## src/rtl/stp_mul.sv

```systemverilog
module stp_mul (
  input  logic               clk,
  input  logic signed [31:0] a,
  input  logic signed [31:0] b,
  output logic signed [63:0] prod
);
  logic signed [63:0] prod_r;

  always_ff @(posedge clk) begin
    prod_r <= a * b;
  end

  assign prod = prod_r;

endmodule

```

## config.mk

```make
export PLATFORM = sky130hd
export DESIGN_NAME = stp_mul
export DESIGN_NICKNAME = d
export VERILOG_FILES = /design/src/rtl/stp_mul.sv
export SDC_FILE = /design/constraint.sdc
export NUM_CORES = 2
export LEC_CHECK = 0
export BUFFER_PORTS_ARGS = -buffer_cell sky130_fd_sc_hd__buf_4
export CAP_MARGIN = 15
export CORE_UTILIZATION = 60
export CTS_BUF_LIST = sky130_fd_sc_hd__clkbuf_16
export CTS_CLUSTER_SIZE = 12
export DETAILED_ROUTE_END_ITERATION = 6
export PLACE_DENSITY = 0.88
export SLEW_MARGIN = 20
export SYNTH_ARGS = -nofsm -noshare
export SYNTH_HDL_FRONTEND = slang
export SYNTH_SLANG_ARGS = --single-unit
```

## constraint.sdc

```tcl
create_clock -name clk -period 17.1 [get_ports clk]
set_input_delay 3.42 -clock clk [delete_from_list [all_inputs] [get_ports clk]]
set_output_delay 3.42 -clock clk [all_outputs]
set_load 0.01 [all_outputs]
```

==> impl_results.md <==
* Final Cycle Share at 69.7%
* Vias in the first global route at 31,300
* Syn Nets at ~5,200
* Post-synth EDFFs at 0
* Worst EP required at 17.43 ns
* Layout net count at 5,156
* Routability congestion estimate at 0.952
* Crit. End Element: flip-flop
* Routed via count at between 20,000 and 30,000
* Crit path max fanout at 32
* HP Class: primary input to flip-flop
* Worst Path Arrival at around 12 ns
* Starting Density at roughly 61%
* Routed WL at 100,000 um
* Share of cells above drive strength 1 at 4.33%
* Worst slew pin tran at 0.878 ns
* Max reg flops at 64
* Max_cap viols at 0
* Final hold violations at 0
* Die X at 251 um
* Area grow syn2layout at 3.95%
* Wirelength per Cell at 21.7 um
* Setup violators final at 0
* Mux contribution to synthesized area at 0%
* Mapped cell area at 37,200 um2
* Core ar. at 60,800 um2
* Post-CTS setup buffers at 0
* Hold-fix buffers, CTS at 0
* Max Freq at 83.9 MHz
* First-pass GRT wire length at ~170,000 um
* Status: completed
* Synth Area in Adders at 64.3%
* Final ANT Viol Nets at 0
* FILL cells at 4,483
* Critical path class: primary input to flip-flop
* Die Area at 63,100 um2
* Setup repair after global routing missed its margin: no
* Synth cell types at 63
* Gr ovfl total at 0
* TritonRoute pass-1 iters at 6
* # port buffers at 128
* Ys async rst share at 0%
* Startpoint Class: primary input
* CTS H-tree depth at 3
* Num CTS Buffers at 9
* Iteration-0 DRC Markers at 2,364
* Largest family of logic cells by synthesized area: adder cells
* Post-Synth XOR/XNOR Area at 1.76%
* Clock Tree Root: clkbuf_16
* Most common cell after layout, fill and taps aside: fa_1
* Post-CTS sizing at 0
* FF+latch count, synth at 64
* Pins Over Slew Limit at 0
* Io pins at ~130
* Antenna violations before repair at 5
* Prevailing post-synth register cell: dfxtp_1
* Largest net degree at the start of global routing at 33
* Final total negative setup slack at 0 ns
* Die H at 251 um
* DRC at 0
* Clock-pin slew on the worst setup and hold paths at 0.07 ns
* Commonest non-fill, non-tap cells in the layout: 1,082 x fa_1, 953 x inv_1, 516 x and2_1
* Clk sink count at 64
* Synth Area in Compound Gates at between 3 and 4%
* Row cnt at 90
* Syn Inst Count at 3,884
* Simple-gate share of the synthesized area at 15.4%
* Min Tclk post-route at ~12 ns
* Mean post-synth cell area at 9.59 um2
* Tot GR Track Use at between 30 and 40%
* Register area share after synthesis at 3.44%
* Ys Warns at 0
* Final HPWL DP at 81,000 um
* CTS max path bufs at 2
* Slew HR at 41.4%
* Vias per inst at 5.87
* CTS tree: done
-- metrics by stage --
| stage | area (um2) | util (%) | cells | hold WS, ns | setup slack [ns] |
|---|---|---|---|---|---|
| finish | 38700 | 63.7 | 4615 | 3.50 | 5.19 |
| floorplan | 37200 | - | 3884 | 3.55 | 6.42 |
| detailed placement | 38400 | 63.2 | 4596 | 3.81 | 4.97 |
| CTS | 38700 | 63.7 | 4612 | 3.47 | 5.36 |
| global route | 38700 | 63.7 | 4613 | 3.50 | 4.93 |
| global placement | 38400 | 63.2 | 4596 | 3.81 | 5.27 |
-- per-layer routing --
layer,vias to the layer above,global-route usage (%),part of all wire [%]
li1,10900,-,-
met1,13800,41.5,34
met2,1850,56.5,48
met3,478,9.62,12
met4,6,18.1,5.7
met5,-,0,0.034
-- final timing paths --
kind	cells past startpoint	slack [ns]	to	from
hold / removal	2	3.50	prod[0]	a[0]
setup / recovery	25	5.19	prod[62]	a[31]
-- cell type report --
cell class                      instances  area, um2  area share, %
Sequential cell                        64       1280           3.31
Clock inverter                          7       40.0          0.103
Multi-Input combinational cell       2668      31600           81.7
Clock buffer                            9        225          0.582
Inverter                              952       3570           9.23
Timing Repair Buffer                  130        976           2.52
Antenna cell                            3       7.51         0.0194
Tap cell                              782        978           2.53
-- critical path, stage by stage --
cell	delay [ns]
buf_4	0.34
nand2_1	0.23
inv_1	0.16
fa_1	0.42
inv_1	0.27
fa_1	0.51
inv_1	0.26
fa_1	0.53
fa_1	0.90
inv_1	0.44
fa_1	0.62
inv_1	0.06
fa_1	0.57
inv_1	0.07
fa_1	0.49
inv_1	0.06
fa_1	0.47
ha_1	0.41
and3_1	0.22
nand2_1	0.10
or3_1	0.39
o211ai_1	0.55
a31oi_1	0.24
o31ai_1	0.28
xor2_1	0.17
-- cell usage after synthesis (4+ instances only) --
master	number	area (um2)
inv_1	952	3570
a21oi_1	68	340
and2_1	516	3230
and3_1	7	43.8
o21a_1	4	30.0
o31ai_1	6	45.0
fa_1	1082	21700
nand4_1	7	43.8
clkbuf_1	195	732
xnor2_1	53	464
or3_1	4	25.0
o21ai_0	28	140
ha_1	184	2300
dfxtp_1	64	1280
xor2_1	22	193
a31oi_1	12	75.1
nor3_1	6	30.0
nor2_1	42	158
o21bai_1	15	113
a211oi_1	4	30.0
nand3_1	15	75.1
nand2_1	511	1920
nand2b_1	9	56.3
a21o_1	23	173
-- logic make-up after synthesis --
kind of cell             count (synthesis)
adder cells (fa/ha/maj)               1266
buffers and inverters                 1152
AND/OR/NAND/NOR                       1134
AO/OA/AOI/OAI                          193
XOR/XNOR                                75
flip-flops                              64
Power is not shown: default switching activity piles up to over one toggle a cycle in this logic, so the estimate is an artifact.
