### src/rtl/stp_pkg.sv
package stp_pkg;

  localparam int MAX_VARS  = 8;
  localparam int MAX_CONS  = 8;
  localparam int FRAC_BITS = 16;

  localparam int NROWS   = MAX_CONS + 1;
  localparam int NCOLS   = MAX_VARS + MAX_CONS + 2;
  localparam int RHS_COL = NCOLS - 1;
  localparam int LCOLS   = MAX_VARS + 1;

  localparam int ROW_W = $clog2(NROWS);
  localparam int COL_W = $clog2(NCOLS);
  localparam int WA_W  = $clog2(NROWS * NCOLS);
  localparam int LA_W  = $clog2(NROWS * LCOLS);

  localparam int DIV_W   = 32 + FRAC_BITS;
  localparam int DCNT_W  = $clog2(DIV_W + 1);

  localparam logic [1:0] FUNC_OBJ   = 2'd0;
  localparam logic [1:0] FUNC_CON   = 2'd1;
  localparam logic [1:0] FUNC_RHS   = 2'd2;
  localparam logic [1:0] FUNC_SOLVE = 2'd3;

  localparam logic [1:0] CFG_NUM_VARS = 2'd0;
  localparam logic [1:0] CFG_NUM_CONS = 2'd1;
  localparam logic [1:0] CFG_MAX_ITER = 2'd2;

  localparam logic [1:0] ST_OPTIMAL   = 2'd0;
  localparam logic [1:0] ST_UNBOUNDED = 2'd1;
  localparam logic [1:0] ST_LIMIT     = 2'd2;
  localparam logic [1:0] ST_REJECTED  = 2'd3;

  typedef struct packed {
    logic             start;
    logic [DIV_W-1:0] dividend;
    logic [31:0]      divisor;
  } div_req_t;

  typedef struct packed {
    logic             done;
    logic [DIV_W-1:0] quotient;
  } div_rsp_t;

endpackage

### src/rtl/stp_div.sv
module stp_div (
  input  logic              clk,
  input  logic              rst_n,
  input  stp_pkg::div_req_t req,
  output stp_pkg::div_rsp_t rsp
);
  import stp_pkg::*;

  logic [DCNT_W-1:0] cnt_r;
  logic              busy_r;
  logic              done_r;
  logic [DIV_W-1:0]  dq_r;
  logic [31:0]       rem_r;
  logic [31:0]       dsr_r;
  logic [32:0]       trial;
  logic              qbit;

  assign trial = {rem_r, dq_r[DIV_W-1]};
  assign qbit  = trial >= {1'b0, dsr_r};

  always_ff @(posedge clk) begin
    if (!rst_n) begin
      busy_r <= 1'b0;
      done_r <= 1'b0;
      cnt_r  <= '0;
    end else begin
      done_r <= 1'b0;
      if (req.start) begin
        busy_r <= 1'b1;
        cnt_r  <= '0;
        dq_r   <= req.dividend;
        dsr_r  <= req.divisor;
        rem_r  <= '0;
      end else if (busy_r) begin
        rem_r <= qbit ? 32'(trial - {1'b0, dsr_r}) : trial[31:0];
        dq_r  <= {dq_r[DIV_W-2:0], qbit};
        cnt_r <= cnt_r + 1'b1;
        if (cnt_r == DCNT_W'(DIV_W - 1)) begin
          busy_r <= 1'b0;
          done_r <= 1'b1;
        end
      end
    end
  end

  assign rsp.done     = done_r;
  assign rsp.quotient = dq_r;

endmodule

### config.mk
export PLATFORM = sky130hd
export DESIGN_NAME = stp_div
export DESIGN_NICKNAME = d
export VERILOG_FILES = /design/src/rtl/stp_pkg.sv /design/src/rtl/stp_div.sv
export SDC_FILE = /design/constraint.sdc
export NUM_CORES = 1
export LEC_CHECK = 0
export ABC_AREA = 1
export CAP_MARGIN = 20
export CORE_ASPECT_RATIO = 1.2
export CORE_MARGIN = 8
export CORE_UTILIZATION = 49
export CTS_BUF_LIST = sky130_fd_sc_hd__clkbuf_4 sky130_fd_sc_hd__clkbuf_8 sky130_fd_sc_hd__clkbuf_16
export DETAILED_ROUTE_END_ITERATION = 7
export DONT_BUFFER_PORTS = 1
export PLACE_DENSITY = 0.66
export SYNTH_ARGS = -nofsm -noshare
export SYNTH_HDL_FRONTEND = slang
export SYNTH_SLANG_ARGS = --single-unit
### constraint.sdc
create_clock -name clk -period 8.49 [get_ports clk]
set_clock_uncertainty 0.15 [all_clocks]
set_input_delay 0.849 -clock clk [delete_from_list [all_inputs] [get_ports clk]]
set_output_delay 0.849 -clock clk [all_outputs]
set_load 0.05 [all_outputs]
==> qor.txt <==
Pin count of the biggest net entering global routing - 82
Routed vias - 6262
Net Count, Synth - 1158
Worst setup EP type - flip-flop
Run status - completed
Deepest level of the CTS H-tree - 4
Area grow syn2layout - 10.5%
P per Cell Area - 245 nW/µm²
Relative slew slack - 58.8%
Area of combinational cells with multiple inputs - 3380 µm²
Post_cts resized - 0
Number of buffers inserted by port buffering - 0
Worst-Skew Late Latency - 0.43 ns
Total length of routed wires - 19.6 mm
Via count normalized by instance count - 4.96
Post-synthesis cell count - 1041
Asr flop ratio synth - 0%
Detailed router's first-iteration violation count - 377
Weighted congestion reported at the end of routability-driven placement - 0.934
Number of nets with antenna violations after detailed routing - 0
Number of synthesized flops with an enable pin - 112
DRC - 0
Worst hold-check slack - 0.323 ns
Worst VDD drop - 155 µV
Crit start category - flip-flop
CTS Buffer Depth - 2
Dominant cell type by area after synthesis - sky130_fd_sc_hd__edfxtp_1
DIE AREA - 20000 µm²
Wire length on met1 - 8.30 mm
Wire length on met2 - 9.60 mm
Number of buffers created by CTS - 17
Setup WS post-layout - 5.48 ns
Standard cell core area - 15500 µm²
Mean Syn Cell Area - 7.42 µm²
Time the worst path needs with I/O delays and setup - 3.01 ns
CP Class - reg2reg
Lkg Pwr - 4.31 nW
Number of iterations in the first detailed-routing pass - 5
Yosys warning count - 0
Tcrit/Tclk final - 35.4%
Class of the tightest hold or removal check - reg2reg
I/O pin cnt - 132
Final Hold Vio Count - 0
Cell at the root of the clock tree - sky130_fd_sc_hd__clkbuf_16
Post-CTS setup buffer count - 0
Pins Over Slew Limit - 0
Flip-flop and latch count after synthesis - 120
CTS tree - done
Register cell area after layout - 3520 µm²
Count of different cell masters after synthesis - 34
Worst EP arrival - 3.03 ns
Clock-pin slew reported for the worst setup and hold paths after clock tree synthesis - 0.06 ns
Syn Std Cell Area - 7720 µm²
Row count - 50
Top layer used by detailed routing - met4
Fraction of layout cells with a size suffix above 1 - 6.35%
Final Net Count - 1159
GRT overflow - 0
Clk sink count - 120
Transition time at the pin with the least slew margin - 0.617 ns
Final antenna diode count - 0
Setup repair after global routing missed its margin - false
Sequential-to-total area share from yosys stat - 45.6%
Initial core utilization - 49.8%
Most frequent cells in the layout - sky130_fd_sc_hd__nand2_1 (425), sky130_fd_sc_hd__inv_1 (181), sky130_fd_sc_hd__edfxtp_1 (112), sky130_fd_sc_hd__nor2_1 (99), sky130_fd_sc_hd__nand3_1 (42)
Top post-synthesis cells by area - sky130_fd_sc_hd__edfxtp_1 (44%), sky130_fd_sc_hd__nand2_1 (21%), sky130_fd_sc_hd__inv_1 (8.8%), sky130_fd_sc_hd__ha_1 (5.3%), sky130_fd_sc_hd__nor2_1 (4.9%)
Sum of negative setup slack - 0 ns
Number of filler cells placed in the layout - 1545
CP Data Required Time - 8.52 ns
Hold buffer count at CTS - 0
Critical Path Fanout Max - 18
Primary flip-flop cell chosen by synthesis mapping - sky130_fd_sc_hd__edfxtp_1
Achievable clock frequency - 333 MHz
Initial antenna violation count - 0
Vias in the first global route - 6282
Global-route wire length before repair - 31.4 mm
Commonest non-fill, non-tap cell in the layout - sky130_fd_sc_hd__nand2_1
Routed wl met3 - 1.41 mm
Routed length per instance - 15.6 µm
Die width - 131 µm
Detail Placement HPWL - 14.6 mm
GRT Util Overall - 20.3%
Die outline height - 154 µm
Post-synth top area share - 43.6%
Final total power - 0.00209 W
Placement-stage worst setup slack - 5.53 ns
Final setup vio count - 0
Maxcap violations - 0
-- cell families (layout without fill, tap and decap cells) --
kind of cell | after synthesis | in the layout | share of synthesized area (%)
simple gates | 632 | 632 | 34.0
xor+xnor | 14 | 14 | 1.59
fa+ha+maj | 34 | 34 | 5.61
buf+inv | 208 | 222 | 10.8
compound gates | 33 | 33 | 2.35
flops | 120 | 120 | 45.6
-- layer usage --
metal,vias to the layer above,global-route usage (%)
li1,3235,-
met1,2823,23.9
met2,187,33.6
met3,17,6.33
met4,0,7.51
met5,-,0
-- metrics by stage --
step	utilization [%]	area [µm²]	cells
final	55.0	8540	1263
after global routing	55.0	8540	1263
after CTS	54.8	8510	1262
after detailed placement	50.8	7890	1230
after global placement	50.8	7890	1230
after floorplan	-	7720	1041
-- worst max-delay path: stages (launching register included) --
cell	delay, ns
sky130_fd_sc_hd__edfxtp_1	0.45
sky130_fd_sc_hd__ha_1	0.39
sky130_fd_sc_hd__nand2_1	0.14
sky130_fd_sc_hd__inv_1	0.07
sky130_fd_sc_hd__nand2_1	0.07
sky130_fd_sc_hd__nand2_1	0.05
sky130_fd_sc_hd__nand2_1	0.09
sky130_fd_sc_hd__nand3b_4	0.10
sky130_fd_sc_hd__nand2_2	0.08
sky130_fd_sc_hd__nand2_1	0.07
sky130_fd_sc_hd__nand2_1	0.44
sky130_fd_sc_hd__buf_4	0.37
sky130_fd_sc_hd__nand3_1	0.12
sky130_fd_sc_hd__nand2_1	0.08
sky130_fd_sc_hd__nor2_1	0.05
-- cells in the mapped netlist, drive strengths merged (3+ instances only) --
master,n
xor2,14
clkbuf,9
dfxtp,8
nand2,434
o21ai,3
ha,33
o21a,4
nand4,8
inv,184
nor3,11
a21oi,23
nor2,111
nand3b,19
nand3,44
edfxtp,112
buf,15
-- power breakdown --
part | switching, W | internal [W] | leakage (nW)
Clock | 0.000288 | 0.000473 | 0.295
Sequential | 0.000100 | 0.000724 | 1.15
Combinational | 0.000338 | 0.000169 | 2.87
Total | 0.000727 | 0.00137 | 4.31
-- final timing paths --
kind | start | slack, ns | end | cells past startpoint
worst max register to register | rem_r[2] | 5.48 | rem_r[1] | 14
worst max-delay path | rem_r[2] | 5.48 | rem_r[1] | 14
worst min register to register | cnt_r[5] | 0.32 | cnt_r[5] | 2
worst min-delay path | cnt_r[5] | 0.32 | cnt_r[5] | 2
-- final cells by class --
class | instances | share of cell area, %
clock buffer | 18 | 5.07
clock inverter | 14 | 2.20
inverter | 184 | 8.09
multi-input combinational | 713 | 39.6
sequential | 120 | 41.3
tap | 208 | 3.05
timing repair buffer | 6 | 0.762
-- sequential cells by signal, summed over array words and instances, names as in the netlist --
name / cells
dq_r: 48
busy_r: 1
dsr_r: 32
rem_r: 32
cnt_r: 6
done_r: 1
(Power assumes the default switching activity.)
